## src/hdl/utfd_pkg.sv

```systemverilog
package utfd_pkg;

   localparam int ByteWidth = 8;
   localparam int CpWidth   = 21;
   localparam int PendWidth = 2;

   // Lead byte prefixes and the payload bits each one carries.
   localparam logic [2:0] LeadPfx2 = 3'b110;
   localparam logic [3:0] LeadPfx3 = 4'b1110;
   localparam logic [4:0] LeadPfx4 = 5'b11110;

   // Continuation bytes still expected after each kind of lead byte.
   localparam logic [PendWidth-1:0] PendNone = 2'd0;
   localparam logic [PendWidth-1:0] PendOne  = 2'd1;
   localparam logic [PendWidth-1:0] PendTwo  = 2'd2;
   localparam logic [PendWidth-1:0] PendThree = 2'd3;

   // Printable filter: everything from space upward, plus three control codes.
   localparam logic [CpWidth-1:0] CpMinPrint = 21'd32;
   localparam logic [CpWidth-1:0] CpTab      = 21'd9;
   localparam logic [CpWidth-1:0] CpLineFeed = 21'd10;
   localparam logic [CpWidth-1:0] CpCarRet   = 21'd13;

   // One accepted input transaction held in the input register.
   typedef struct packed {
      logic                 vld;
      logic [ByteWidth-1:0] data;
   } utfd_item_type;

   // What the decode logic hands to the output register.
   typedef struct packed {
      logic               emit;
      logic [CpWidth-1:0] cp;
   } utfd_result_type;

   function automatic logic utfd_printable(input logic [CpWidth-1:0] cp);
      return (cp >= CpMinPrint) || (cp == CpTab) || (cp == CpLineFeed) ||
             (cp == CpCarRet);
   endfunction

endpackage

```

## src/hdl/utfd_in_stage.sv

```systemverilog
module utfd_in_stage
   import utfd_pkg::*;
(
   input  logic                 clock,
   input  logic                 reset,
   input  logic                 req_valid,
   input  logic [ByteWidth-1:0] req_byte_in,
   output logic                 req_stall,
   input  logic                 out_free,
   output utfd_item_type        item
);

   logic                 vld_ff, vld_in;
   logic [ByteWidth-1:0] data_ff, data_in;

   // The register holds its byte only while the output side cannot take it.
   assign req_stall = vld_ff && !out_free;

   always_comb begin
      vld_in  = vld_ff;
      data_in = data_ff;
      if (!req_stall) begin
         vld_in  = req_valid;
         data_in = req_byte_in;
      end
   end

   always_ff @(posedge clock) begin
      if (reset) begin
         vld_ff <= 1'b0;
      end else begin
         vld_ff <= vld_in;
      end
      data_ff <= data_in;
   end

   assign item.vld  = vld_ff;
   assign item.data = data_ff;

endmodule

```

## src/hdl/utfd_decode.sv

```systemverilog
module utfd_decode
   import utfd_pkg::*;
(
   input  logic            clock,
   input  logic            reset,
   input  utfd_item_type   item,
   input  logic            out_free,
   output utfd_result_type result
);

   logic [PendWidth-1:0] pend_ff, pend_in;
   logic [CpWidth-1:0]   part_ff, part_in;
   logic [CpWidth-1:0]   acc;
   logic                 take;

   assign take = item.vld && out_free;

   // Shift the low six bits of the byte into the partial code point.
   assign acc = {part_ff[CpWidth-7:0], item.data[5:0]};

   // Classify the byte and step the sequence state.
   always_comb begin
      pend_in     = pend_ff;
      part_in     = part_ff;
      result.emit = 1'b0;
      result.cp   = acc;
      if (pend_ff != PendNone) begin
         if (item.data == '0) begin
            // A zero byte inside a sequence drops it.
            pend_in = PendNone;
            part_in = '0;
         end else if (pend_ff == PendOne) begin
            pend_in     = PendNone;
            part_in     = '0;
            result.emit = take && utfd_printable(acc);
         end else begin
            pend_in = pend_ff - PendOne;
            part_in = acc;
         end
      end else if (!item.data[7]) begin
         result.cp   = {{(CpWidth-ByteWidth){1'b0}}, item.data};
         result.emit = take && utfd_printable(result.cp);
      end else if (item.data[7:5] == LeadPfx2) begin
         pend_in = PendOne;
         part_in = {{(CpWidth-5){1'b0}}, item.data[4:0]};
      end else if (item.data[7:4] == LeadPfx3) begin
         pend_in = PendTwo;
         part_in = {{(CpWidth-4){1'b0}}, item.data[3:0]};
      end else if (item.data[7:3] == LeadPfx4) begin
         pend_in = PendThree;
         part_in = {{(CpWidth-3){1'b0}}, item.data[2:0]};
      end
      // Stray continuation bytes and bytes that start nothing fall through and leave the state alone.
   end

   always_ff @(posedge clock) begin
      if (reset) begin
         pend_ff <= PendNone;
         part_ff <= '0;
      end else if (take) begin
         pend_ff <= pend_in;
         part_ff <= part_in;
      end
   end

endmodule

```

## src/hdl/utfd_out_stage.sv

```systemverilog
module utfd_out_stage
   import utfd_pkg::*;
(
   input  logic               clock,
   input  logic               reset,
   input  utfd_result_type    result,
   input  logic               rsp_stall,
   output logic               rsp_valid,
   output logic [CpWidth-1:0] rsp_code_point,
   output logic               out_free
);

   logic               vld_ff, vld_in;
   logic [CpWidth-1:0] cp_ff, cp_in;

   // The register can load whenever it is empty or its transaction leaves now.
   assign out_free = !vld_ff || !rsp_stall;

   always_comb begin
      vld_in = vld_ff;
      cp_in  = cp_ff;
      if (out_free) begin
         vld_in = result.emit;
         cp_in  = result.cp;
      end
   end

   always_ff @(posedge clock) begin
      if (reset) begin
         vld_ff <= 1'b0;
      end else begin
         vld_ff <= vld_in;
      end
      cp_ff <= cp_in;
   end

   assign rsp_valid      = vld_ff;
   assign rsp_code_point = cp_ff;

endmodule

```

## src/hdl/utf8_stream_decoder_top.sv

```systemverilog
// Byte-serial UTF-8 decoder.
// The req channel carries one raw byte per transaction (req_byte_in); the
// rsp channel carries one decoded code point per transaction (rsp_code_point).
// Both channels use valid and stall: a transaction moves on a rising edge
// with valid high and stall low.
// Lead bytes start sequences of one to three continuation bytes; a code point
// goes out only when it is printable (32 and up, or tab, line feed, carriage
// return). Bytes that complete nothing give no rsp transaction.
// A byte accepted on req is held in the input register, decoded, and its code
// point is loaded into the output register, which drives rsp_valid.
// Throughput: one byte per cycle while rsp_stall holds no result, set by the
// single decode step between the input register and the output register.
// When rsp_stall holds a result, a byte can still enter the input register
// while it is empty; req_stall then rises until the result leaves.
// Synchronous reset clears both valid flags and the sequence state, so the
// decoder starts with no sequence pending.
module utf8_stream_decoder_top
   import utfd_pkg::*;
(
   input  logic                 clock,
   input  logic                 reset,
   input  logic                 req_valid,
   output logic                 req_stall,
   input  logic [ByteWidth-1:0] req_byte_in,
   output logic                 rsp_valid,
   input  logic                 rsp_stall,
   output logic [CpWidth-1:0]   rsp_code_point
);

   utfd_item_type   item;
   utfd_result_type result;
   logic            out_free;

   utfd_in_stage u_in_stage (
      .clock       (clock),
      .reset       (reset),
      .req_valid   (req_valid),
      .req_byte_in (req_byte_in),
      .req_stall   (req_stall),
      .out_free    (out_free),
      .item        (item)
   );

   utfd_decode u_decode (
      .clock    (clock),
      .reset    (reset),
      .item     (item),
      .out_free (out_free),
      .result   (result)
   );

   utfd_out_stage u_out_stage (
      .clock          (clock),
      .reset          (reset),
      .result         (result),
      .rsp_stall      (rsp_stall),
      .rsp_valid      (rsp_valid),
      .rsp_code_point (rsp_code_point),
      .out_free       (out_free)
   );

endmodule

```

## config.mk

```make
export PLATFORM = sky130hd
export DESIGN_NAME = utf8_stream_decoder_top
export DESIGN_NICKNAME = d
export VERILOG_FILES = /design/src/hdl/utfd_pkg.sv /design/src/hdl/utfd_in_stage.sv /design/src/hdl/utfd_decode.sv /design/src/hdl/utfd_out_stage.sv /design/src/hdl/utf8_stream_decoder_top.sv
export SDC_FILE = /design/constraint.sdc
export NUM_CORES = 1
export LEC_CHECK = 0
export ABC_CLOCK_PERIOD_IN_PS = 2400
export BUFFER_PORTS_ARGS = -buffer_cell sky130_fd_sc_hd__buf_2
export CORE_AREA = 3 3 64 66
export CTS_CLUSTER_DIAMETER = 30
export CTS_CLUSTER_SIZE = 16
export DETAILED_ROUTE_END_ITERATION = 7
export DIE_AREA = 0 0 67 69
export PLACE_DENSITY = 0.76
export SLEW_MARGIN = 10
export SYNTH_ARGS = -nofsm -noshare
export SYNTH_HDL_FRONTEND = slang
export SYNTH_SLANG_ARGS = --single-unit
export TNS_END_PERCENT = 50
```

## constraint.sdc

```tcl
create_clock -name clock -period 2.4 [get_ports clock]
set_clock_uncertainty 0.05 [all_clocks]
set_input_delay 0.48 -clock clock [delete_from_list [all_inputs] [get_ports clock]]
set_output_delay 0.48 -clock clock [all_outputs]
set_load 0.01 [all_outputs]
```

Word level (Yosys, flattened, before mapping)
Cells that the tools add are included.

Register bits: 48. Logic and storage cells: 57. Output and inout port bits: 23.

Magnitude comparators: 2. Eq/ne operators: 10. Mux-type cells: 19. $add $sub $neg: 1. Reduce and logical (&&, ||, !) cells: 19.

Operator list (number): $mux 15 (7); $eq 21x4->1 const B (3); $eq 8x4->1 const B (3); $mux 22 (1); $ge 21x6->1 const B (1); $mux 21 (1); $mux 2 (7); $ge 8x6->1 const B (1); $logic_not 8->1 (1); $logic_or 1x1->1 (7); $eq 5x5->1 const B (1); $eq 4x4->1 const B (1); $logic_and 1x1->1 (4); $reduce_bool 2->1 (2); $reduce_bool 4->1 (1); $eq 3x3->1 const B (1); $logic_not 1->1 (3); $mux 1 (3); $reduce_and 3->1 (1); $eq 2x1->1 const B (1); $sub 2x1->2 const B (1).

Logic depth before layout (Yosys ltp)
Gate-level depths: netlist of the first run.

Word-level depth: 8. Depth in mapped cells: 9. Mapped depth without buffers: 6.

Modules after synthesis
Synthesis of the first run repeated with hierarchy kept, for this count alone.

Cells, all modules: 137. Area, all modules: 1893.1 um2.

Modules (own cells, without submodules): utfd_decode (instances 1, area an instance 932.1 um2, cells each 98, seq. area each 340.3 um2); utfd_out_stage (instances 1, area an instance 663.1 um2, cells each 25, seq. area each 650.6 um2); utfd_in_stage (instances 1, area an instance 297.8 um2, cells each 14, seq. area each 260.2 um2).

Worst setup path after synthesis of the first run
Ideal clock, no wire load.

Kind: input port to flip-flop. From: input port rsp_stall. To: register u_decode.part_ff[10]. Arrival: 1.756 ns. Setup time: 0.070 ns. Cell stages on the path: 6. Data required time: 2.280 ns. Buffers on the path: 2. Setup slack: 0.524 ns. Cells stage by stage: nand2_1 and4_1 buf_4 buf_6 nand3_1 a21oi_1.

Cells in the longest elaborated chain, start to end: 4.

Ends and longest elaborated chain: start: declaration (RTL line utf8_stream_decoder_top.sv:26) `input logic rsp_stall,`; $logic_not 1->1 (RTL line utfd_out_stage.sv:17) `assign out_free = !vld_ff || !rsp_stall;`; $logic_or 1x1->1 (RTL line utfd_out_stage.sv:17); $logic_and 1x1->1 (RTL line utfd_decode.sv:16) `assign take = item.vld && out_free;`; $reduce_and 3->1 (no line); end signal: assignment (RTL line utfd_decode.sv:62) `part_ff <= part_in;`; end: declaration (RTL line utfd_decode.sv:12) `logic [CpWidth-1:0] part_ff, part_in;`.

Every way passes these cells. A chain may end at the register's enable or synchronous reset.

Worst setup path in the final report of the first run
From: register u_decode.pend_ff[0]. To: register u_decode.part_ff[0].

Cells in the longest elaborated chain, start to end: 4. Elaborated cells on any way between the ends: 8. Classes of those cells: 1 x eq/ne; 3 x mux; 4 x reduce/logical.

Ends and longest elaborated chain: start: declaration (RTL line utfd_decode.sv:11) `logic [PendWidth-1:0] pend_ff, pend_in;`; start signal: assignment (RTL line utfd_decode.sv:58) `pend_ff <= PendNone;`; start signal: assignment (RTL line utfd_decode.sv:61) `pend_ff <= pend_in;`; $eq 2x1->1 (RTL line utfd_decode.sv:32) `end else if (pend_ff == PendOne) begin`; $mux 15 (RTL line utfd_decode.sv:32); $mux 15 (RTL line utfd_decode.sv:28) `if (item.data == '0) begin`; $mux 15 (RTL line utfd_decode.sv:27) `if (pend_ff != PendNone) begin`.

Parallel ways exist; a longest one is shown, timed or not.

==> results of run 1 <==
worst paths after layout:
| path | startpoint | to | slack [ps] | cells after the start |
|---|---|---|---|---|
| min | req_byte_in[6] | u_in_stage.data_ff[6] | 310 | 1 |
| max reg2reg | u_decode.pend_ff[0] | u_decode.part_ff[0] | 320 | 6 |
| max | u_decode.pend_ff[0] | u_decode.part_ff[0] | 320 | 6 |
| min reg2reg | u_decode.part_ff[9] | u_decode.part_ff[9] | 420 | 2 |
state kept, by name (all words and copies together) (netlist names):
signal	count
u_decode.part_ff	15
u_out_stage.rsp_code_point	21
u_decode.pend_ff	2
u_out_stage.rsp_valid	1
u_in_stage.vld_ff	1
u_in_stage.data_ff	8
synthesized netlist by cell type (3+ instances only):
master,instances
nand4_1,3
inv_1,6
nand2_1,16
o2bb2ai_1,3
nand2b_1,4
nor4_1,4
a31oi_1,3
edfxtp_1,29
nand3_1,14
dfxtp_1,19
and2_1,14
a21oi_1,13
clkbuf_1,3
nor2_1,5
per-layer routing:
| metal | share of wire (%) | global-route usage, % |
|---|---|---|
| met5 | 0 | 0 |
| met4 | 1.4 | 6.757 |
| met3 | 7.8 | 3.909 |
| met2 | 50 | 25.55 |
| met1 | 41 | 20.80 |
layout by cell type (no fill, tap or decap):
| cell type | count |
|---|---|
| nor4_1 | 4 |
| clkbuf_8 | 5 |
| edfxtp_1 | 29 |
| nor3_2 | 2 |
| clkbuf_1 | 1 |
| nand2_1 | 16 |
| and2_1 | 14 |
| nand4_1 | 3 |
| a311oi_4 | 1 |
| and4_1 | 1 |
| o2111ai_1 | 1 |
| nor2_1 | 5 |
| nand2b_1 | 4 |
| a31oi_1 | 3 |
| or3b_1 | 1 |
| ha_1 | 2 |
| a21bo_1 | 1 |
| buf_2 | 34 |
| o211ai_1 | 1 |
| mux2_2 | 1 |
| o21ai_0 | 1 |
| o32ai_1 | 1 |
| clkinv_2 | 1 |
| buf_4 | 3 |
| nand3_1 | 14 |
| o2bb2ai_1 | 3 |
| dfxtp_1 | 19 |
| o41ai_1 | 1 |
| a311oi_1 | 1 |
| o21ai_1 | 1 |
| o21bai_2 | 1 |
| inv_1 | 6 |
| nand4b_1 | 1 |
| o31ai_1 | 1 |
| a21oi_1 | 13 |
| nand3b_1 | 2 |
worst max-delay path, delay by kind of cell, from the launching register on:
family	cells	cell delay [ps]
and+or+nand+nor	2	730
AOI/OAI and AO/OA	2	430
DFF	1	340
adders and majority gates	1	340
buffers and inverters	1	70
power by group through the flow:
stage	Sequential (W)	Combinational, W	Clock (W)
3_5_place_dp	0.000943	0.000123	0
3_3_place_gp	0.000942	0.000120	0
5_1_grt	0.000927	0.000137	0.000491
6_report	0.000924	0.000123	0.000438
2_1_floorplan	0.000946	0.0000804	0
4_1_cts	0.000924	0.000124	0.000450
cell type report:
type	instances	area [µm²]	share of cell area, %
timing repair buffer	37	192.7	8.661
sequential	48	1251	56.24
multi-input combinational	100	620.6	27.90
tap	48	60.06	2.700
inverter	6	22.52	1.012
clock buffer	6	72.57	3.262
clock inverter	1	5.005	0.2250
kinds of logic after synthesis:
logic type	Yosys count	synth area share, %
adders and majority gates	2	1.288
AOI/OAI and AO/OA	30	11.21
buffers and inverters	14	3.608
muxes	1	0.5799
and+or+nand+nor	67	18.88
DFF	48	64.43
through the flow:
stage	utilization (%)	total power [W]	hold WS [ps]
6_report	61.23	0.001485	305.7
5_1_grt	61.23	0.001555	288.4
4_1_cts	61.23	0.001498	297.6
3_5_place_dp	59.09	0.001066	411.6
3_3_place_gp	59.09	0.001062	404.5
2_1_floorplan	-	0.001026	370.6
==> results.toml, run 1 <==
[clock_network]
clock-sinks = 48
htree_levels = 2
tritoncts.num_buffers = 5
post_cts_resized = 0
tritoncts = "yes"
cts_setup_buffers = 0
clockBufferDepth = 2
holdBufCountCts = 0
clk_pin_slew_ps = 80
clockRootBuffer = "clkbuf_8"
clk_latency_ps = 290

[sta]
layout_min_cycle_time_ps = 2077
fin_crit_sh_pct = 86.55
setup_viol = 0
fin_ws_ps = 322.7
final-hold-violation-count = 0
final.setup.tns_ps = 0
final_max_slew_viol_count = 0
slew_headroom_pct = 62.04
rsz0062_at_grt = "false"
worstMarginPinSlew_ps = 569.5
max_clock_freq_mhz = 481.4

[pwr]
power_frac_seq_pct = 62.2
p_sw_share_pct = 22.75
pwr-share-clk_pct = 29.5
internal_power_w = 0.001147
switchingPower_w = 0.0003378
power_density_nw_per_um2 = 667.6
leakage_nw = 0.8952
power_frac_comb_pct = 8.3
ir_drop_v = 0.0003326

[drt]
viasPerCell = 5.447
drc = 0
wl_per_cell_um = 13.76
ant_nets = 0
drt_iter0_markers = 124
drt_wl_total_um = 3386
drtPass1Iterations = 4
num_vias = 1340

[synth]
ys_async_sr_fraction_pct = 0
synth_top_area_share_pct = 44.85
synth-seq-area-share_pct = 64.43
syn_nets = 176
ys_warn_count = 0
synth_top_cells_by_area = "edfxtp_1 (45%), dfxtp_1 (20%), and2_1 (4.5%)"
synth.avg_cell_area_um2 = 11.99
synth_largest_area_cell = "edfxtp_1"
syn_area_um2 = 1942
synth-edff-count = 29
ys.flop_type = "edfxtp_1"
syn_inst = 162
ys_seq_elements = 48
synth_cell_types = 35

[worst_setup_path]
path_max_fanout = 18
crit_type = "flip-flop to flip-flop"
end_kind = "flip-flop"
cp_data_required_time_ps = 2530
crit_chain = "inv_1 -> ha_1 -> a21bo_1 -> and4_1 -> nor2_1 -> o2bb2ai_1"
worstSetupStartpointType = "flip-flop"
crit_path_max_incr_delay_ps = 570
slowest_stage = "and4_1"
arrival_ps = 2200

[global_routing]
grt_max_degree = 19
grt_pass1_vias = 1247
track_usage_pct = 16.13
antenna_found_initial = 0
grt_pass1_wl_um = 5747
globalRouteOverflowTotal = 0

[placement]
placed_area_um2 = 2147
gp_congestion = 0.8537
dp_slack_ps = 377.3
dp.cells = 239
dpl.hpwl_um = 2480
port_buffers = 34

[cells_and_area]
nNetsFinal = 212
area_growth_pct = 14.56
design_area_um2 = 2225
drive_above_1_share_pct = 24.24
finalNonFillerCells = 246
num_antenna_cells = 0
fillers = 302

[floorplanning]
start_util_pct = 53.44
fp-row-count = 22
ios = 35
die_h_um = 69
die_w_um = 67
dieArea_um2 = 4623
core_area_um2 = 3633

[min_path]
hp-class = "primary input to flip-flop"

[run_status]
outcome = "complete, no violations"

[flow_run]
cap_violations = 0
Power figures use the tool's default switching activity.
==> inputs of run 2 (changes only) <==
--- a/config.mk
+++ b/config.mk
@@ -12,7 +12,7 @@
 export CTS_CLUSTER_SIZE = 16
 export DETAILED_ROUTE_END_ITERATION = 7
 export DIE_AREA = 0 0 67 69
-export PLACE_DENSITY = 0.76
+export PLACE_DENSITY = 0.87
 export SLEW_MARGIN = 10
 export SYNTH_ARGS = -nofsm -noshare
 export SYNTH_HDL_FRONTEND = slang
==> run 2 against run 1 <==
Clock power is 13% higher. Worst setup slack worse by 46 ps. Die area stayed put. Total power is 4.0% higher. Global-route usage is 0.67 points higher.
==> results.toml, run 2 (synthesis results as in run 1) <==
[run_status]
outcome = "complete, no violations"

[sta]
worstMarginPinSlew_ps = 579.1
slew_headroom_pct = 61.40
layout_min_cycle_time_ps = 2123
final_max_slew_viol_count = 0
final.setup.tns_ps = 0
fin_crit_sh_pct = 88.47
final-hold-violation-count = 0
fin_hold_ws_ps = 296.1
setup_viol = 0
max_clock_freq_mhz = 471.0
rsz0062_at_grt = "false"

[worst_setup_path]
path_buf_inv = 1
crit_type = "flip-flop to flip-flop"
slowest_stage = "and4_1"
path_max_fanout = 18
arrival_ps = 2250
end_kind = "flip-flop"
crit_path_max_incr_delay_ps = 580
cp_top_family = "simple AND/OR/NAND/NOR gates"
cp_data_required_time_ps = 2530
crit_chain = "inv_1 -> ha_1 -> a21bo_1 -> and4_1 -> nor2_1 -> o2bb2ai_1"
worstSetupStartpointType = "flip-flop"

[floorplanning]
dieArea_um2 = 4623
ios = 35
die_h_um = 69
fp-row-count = 22
core_area_um2 = 3633
start_util_pct = 53.44
die_w_um = 67

[drt]
dr_wl_met3_um = 235
viasPerCell = 5.533
wl_met1_um = 1503
top_layer = "met4"
wl_met2_um = 1839
drc = 0
ant_nets = 0
drtPass1Iterations = 4
wl_per_cell_um = 14.74
num_vias = 1361
drt_iter0_markers = 86
drt_wl_total_um = 3627

[clock_network]
tritoncts.num_buffers = 5
clk_pin_slew_ps = 90
clock-sinks = 48
htree_levels = 2
clockRootBuffer = "clkbuf_8"
tritoncts = "yes"
clk_latency_ps = 300
cts_setup_buffers = 0
post_cts_resized = 0
holdBufCountCts = 0
clockBufferDepth = 2

[placement]
gp_congestion = 0.8226
placed_area_um2 = 2140
port_buffers = 34
dpl.hpwl_um = 2484

[cells_and_area]
largest_reg_flops = 21
final_common_cell = "buf_2"
drive_above_1_share_pct = 24.24
area_growth_pct = 15.08
num_antenna_cells = 0
design_area_um2 = 2235
layout_common_cells = "buf_2 (34), edfxtp_1 (29), dfxtp_1 (19), nand2_1 (16)"
nNetsFinal = 211
fin_util_pct = 61.50

[pwr]
ir_drop_v = 0.0004021
leakage_nw = 0.8985
power_density_nw_per_um2 = 691.4

[global_routing]
grt_pass1_vias = 1299
grt_max_degree = 23
grt_pass1_wl_um = 5934
antenna_found_initial = 0
track_usage_pct = 16.80
globalRouteOverflowTotal = 0

[flow_run]
cap_violations = 0

[min_path]
hp-class = "primary input to flip-flop"
-- run 2: path summary, 6_finish.rpt --
check                            start  slack [ps]                    end  cells past startpoint
setup / recovery   u_decode.pend_ff[0]         280    u_decode.part_ff[1]                      6
setup reg to reg   u_decode.pend_ff[0]         280    u_decode.part_ff[1]                      6
hold / removal          req_byte_in[3]         300  u_in_stage.data_ff[3]                      1
hold reg to reg   u_decode.part_ff[11]         420   u_decode.part_ff[11]                      2
-- run 2: final cells by class --
cell class | instances | area, µm²
Clock buffer | 7 | 86.33
Timing Repair Buffer | 36 | 185.2
Multi-Input combinational cell | 100 | 620.6
Sequential cell | 48 | 1251
Tap cell | 48 | 60.06
Fill cell | 306 | 1399
Clock inverter | 1 | 8.758
Inverter | 6 | 22.52
-- run 2: stage by stage --
step	total power (W)	std cells	setup WS [ps]
floorplan	0.001026	162	523.8
global placement	0.001063	238	434.2
detailed placement	0.001069	238	332.9
CTS	0.001554	246	319.4
global route	0.001601	246	109.2
finish	0.001545	246	276.7
-- run 2: routing by layer --
layer,GRT usage (%),vias to the layer above
li1,-,666
met1,20.66,644
met2,27.84,45
met3,4.886,6
met4,5.405,0
met5,0,-
-- run 2: power by group --
group	leakage (nW)	total (W)	internal, W	switching [W]
registers	0.483	0.000925	0.000901	0.0000237
logic	0.367	0.000126	0.0000482	0.0000782
clock network	0.0484	0.000494	0.000236	0.000258
==> inputs of run 3 (changes only) <==
--- a/config.mk
+++ b/config.mk
@@ -7,12 +7,12 @@
 export LEC_CHECK = 0
 export ABC_CLOCK_PERIOD_IN_PS = 2400
 export BUFFER_PORTS_ARGS = -buffer_cell sky130_fd_sc_hd__buf_2
-export CORE_AREA = 3 3 64 66
+export CORE_AREA = 3 3 62 69
 export CTS_CLUSTER_DIAMETER = 30
 export CTS_CLUSTER_SIZE = 16
 export DETAILED_ROUTE_END_ITERATION = 7
-export DIE_AREA = 0 0 67 69
-export PLACE_DENSITY = 0.87
+export DIE_AREA = 0 0 65 72
+export PLACE_DENSITY = 0.86
 export SLEW_MARGIN = 10
 export SYNTH_ARGS = -nofsm -noshare
 export SYNTH_HDL_FRONTEND = slang
==> run 3 against run 2 <==
Sequential power barely moved. First-iteration DRC count shrank 58%. Total power rose by 7.1%. Core utilization rose by 0.57 points. Die area increased by 1.2%. Largest cell class unchanged. Critical path depth unchanged. Critical endpoint is now u_decode.pend_ff[1]. Worst hold slack improved by 12 ps.
==> results.toml, run 3 (synthesis results as in run 1) <==
[run_status]
outcome = "complete, no violations"

[cells_and_area]
largest_reg_flops = 21
drive_above_1_share_pct = 24.75
finalNonFillerCells = 248
fillers = 309
layout_common_cells = "buf_2 (34), edfxtp_1 (29), dfxtp_1 (19), nand2_1 (16)"
nNetsFinal = 211
design_area_um2 = 2268
area_growth_pct = 16.82
final_common_cell = "buf_2"
num_antenna_cells = 0

[sta]
layout_min_cycle_time_ps = 2066
worstMarginPinSlew_ps = 569.3
slew_headroom_pct = 62.04
final.setup.tns_ps = 0
final_max_slew_viol_count = 0
fin_hold_ws_ps = 307.9
setup_viol = 0
fin_crit_sh_pct = 86.06
max_clock_freq_mhz = 484.1
rsz0062_at_grt = "false"
final-hold-violation-count = 0
fin_ws_ps = 334.5

[worst_setup_path]
path_buf_inv = 1
crit_chain = "inv_1 -> ha_1 -> a21bo_1 -> and4_1 -> nor2_1 -> a311oi_1"
worstSetupStartpointType = "flip-flop"
cp_top_family = "simple AND/OR/NAND/NOR gates"
path_max_fanout = 18
slowest_stage = "and4_1"
regToRegSetupSlack_ps = 330
end_kind = "flip-flop"
crit_path_max_incr_delay_ps = 570
cp_data_required_time_ps = 2550
crit_type = "flip-flop to flip-flop"
arrival_ps = 2220

[drt]
drc = 0
top_layer = "met4"
ant_nets = 0
drt_iter0_markers = 36
drtPass1Iterations = 4
wl_per_cell_um = 13.07
wl_met2_um = 1694
viasPerCell = 5.290
drt_wl_total_um = 3241
wl_met1_um = 1317
num_vias = 1312
dr_wl_met3_um = 166

[clock_network]
tritoncts.num_buffers = 5
tritoncts = "yes"
cts_setup_buffers = 0
clk_pin_slew_ps = 80
clock-sinks = 48
htree_levels = 2
clockBufferDepth = 2
clockRootBuffer = "clkbuf_8"
post_cts_resized = 0
holdBufCountCts = 0
clk_latency_ps = 290

[floorplanning]
die_w_um = 65
die_h_um = 72
core_area_um2 = 3655
fp-row-count = 23
dieArea_um2 = 4680
ios = 35
start_util_pct = 53.13

[pwr]
ir_drop_v = 0.0005900
pwr-share-clk_pct = 36.8
leakage_nw = 0.9145
p_sw_share_pct = 20.43
power_density_nw_per_um2 = 729.4
internal_power_w = 0.001316
power_frac_seq_pct = 55.8
power_frac_comb_pct = 7.4
switchingPower_w = 0.0003381

[placement]
dpl.hpwl_um = 2358
dp_slack_ps = 382.3
gp_congestion = 0.8141
port_buffers = 34
placed_area_um2 = 2142
dp.cells = 240

[min_path]
hp-class = "primary input to flip-flop"

[global_routing]
grt_pass1_vias = 1210
grt_pass1_wl_um = 5299
track_usage_pct = 14.95
grt_max_degree = 25
globalRouteOverflowTotal = 0
antenna_found_initial = 0

[flow_run]
cap_violations = 0
[run 3: changes by cell type in the layout (fill, tap and decap cells not counted), sizes merged]
cell	previous run	this run
bufinv	0	1
clkinv	1	0
[run 3: worst paths after layout]
check / from / to / cells after the start
worst max-delay path: u_decode.pend_ff[0] / u_decode.pend_ff[1] / 6
worst min-delay path: req_byte_in[7] / u_in_stage.data_ff[7] / 1
worst max register to register: u_decode.pend_ff[0] / u_decode.pend_ff[1] / 6
worst min register to register: u_decode.part_ff[11] / u_decode.part_ff[11] / 2
[run 3: area by class of cell]
cell class | count | area (µm²) | share of cell area (%)
clock inverter | 1 | 30.03 | 1.324
inverter | 6 | 22.52 | 0.9928
timing repair buffer | 36 | 185.2 | 8.163
tap | 50 | 62.56 | 2.758
multi-input combinational | 100 | 620.6 | 27.36
clock buffer | 7 | 96.34 | 4.247
sequential | 48 | 1251 | 55.16
[run 3: power by group through the flow]
stage          Clock [W]  Sequential, W  Combinational [W]
2_1_floorplan          0       0.000946          0.0000804
3_3_place_gp           0       0.000942           0.000120
4_1_cts         0.000621       0.000924           0.000123
3_5_place_dp           0       0.000943           0.000123
5_1_grt         0.000661       0.000928           0.000136
6_report        0.000608       0.000924           0.000122
[run 3: layer usage]
layer | vias to the layer above | global-route usage, %
met5 | - | 0
li1 | 661 | -
met3 | 7 | 4.489
met2 | 43 | 27.39
met4 | 0 | 6.103
met1 | 601 | 15.86
[run 3: per-stage QoR]
stage,utilization [%],power (W)
after CTS,62.07,0.001668
final,62.07,0.001655
after global routing,62.07,0.001725
after detailed placement,58.61,0.001065
after floorplan,-,0.001026
after global placement,58.61,0.001062
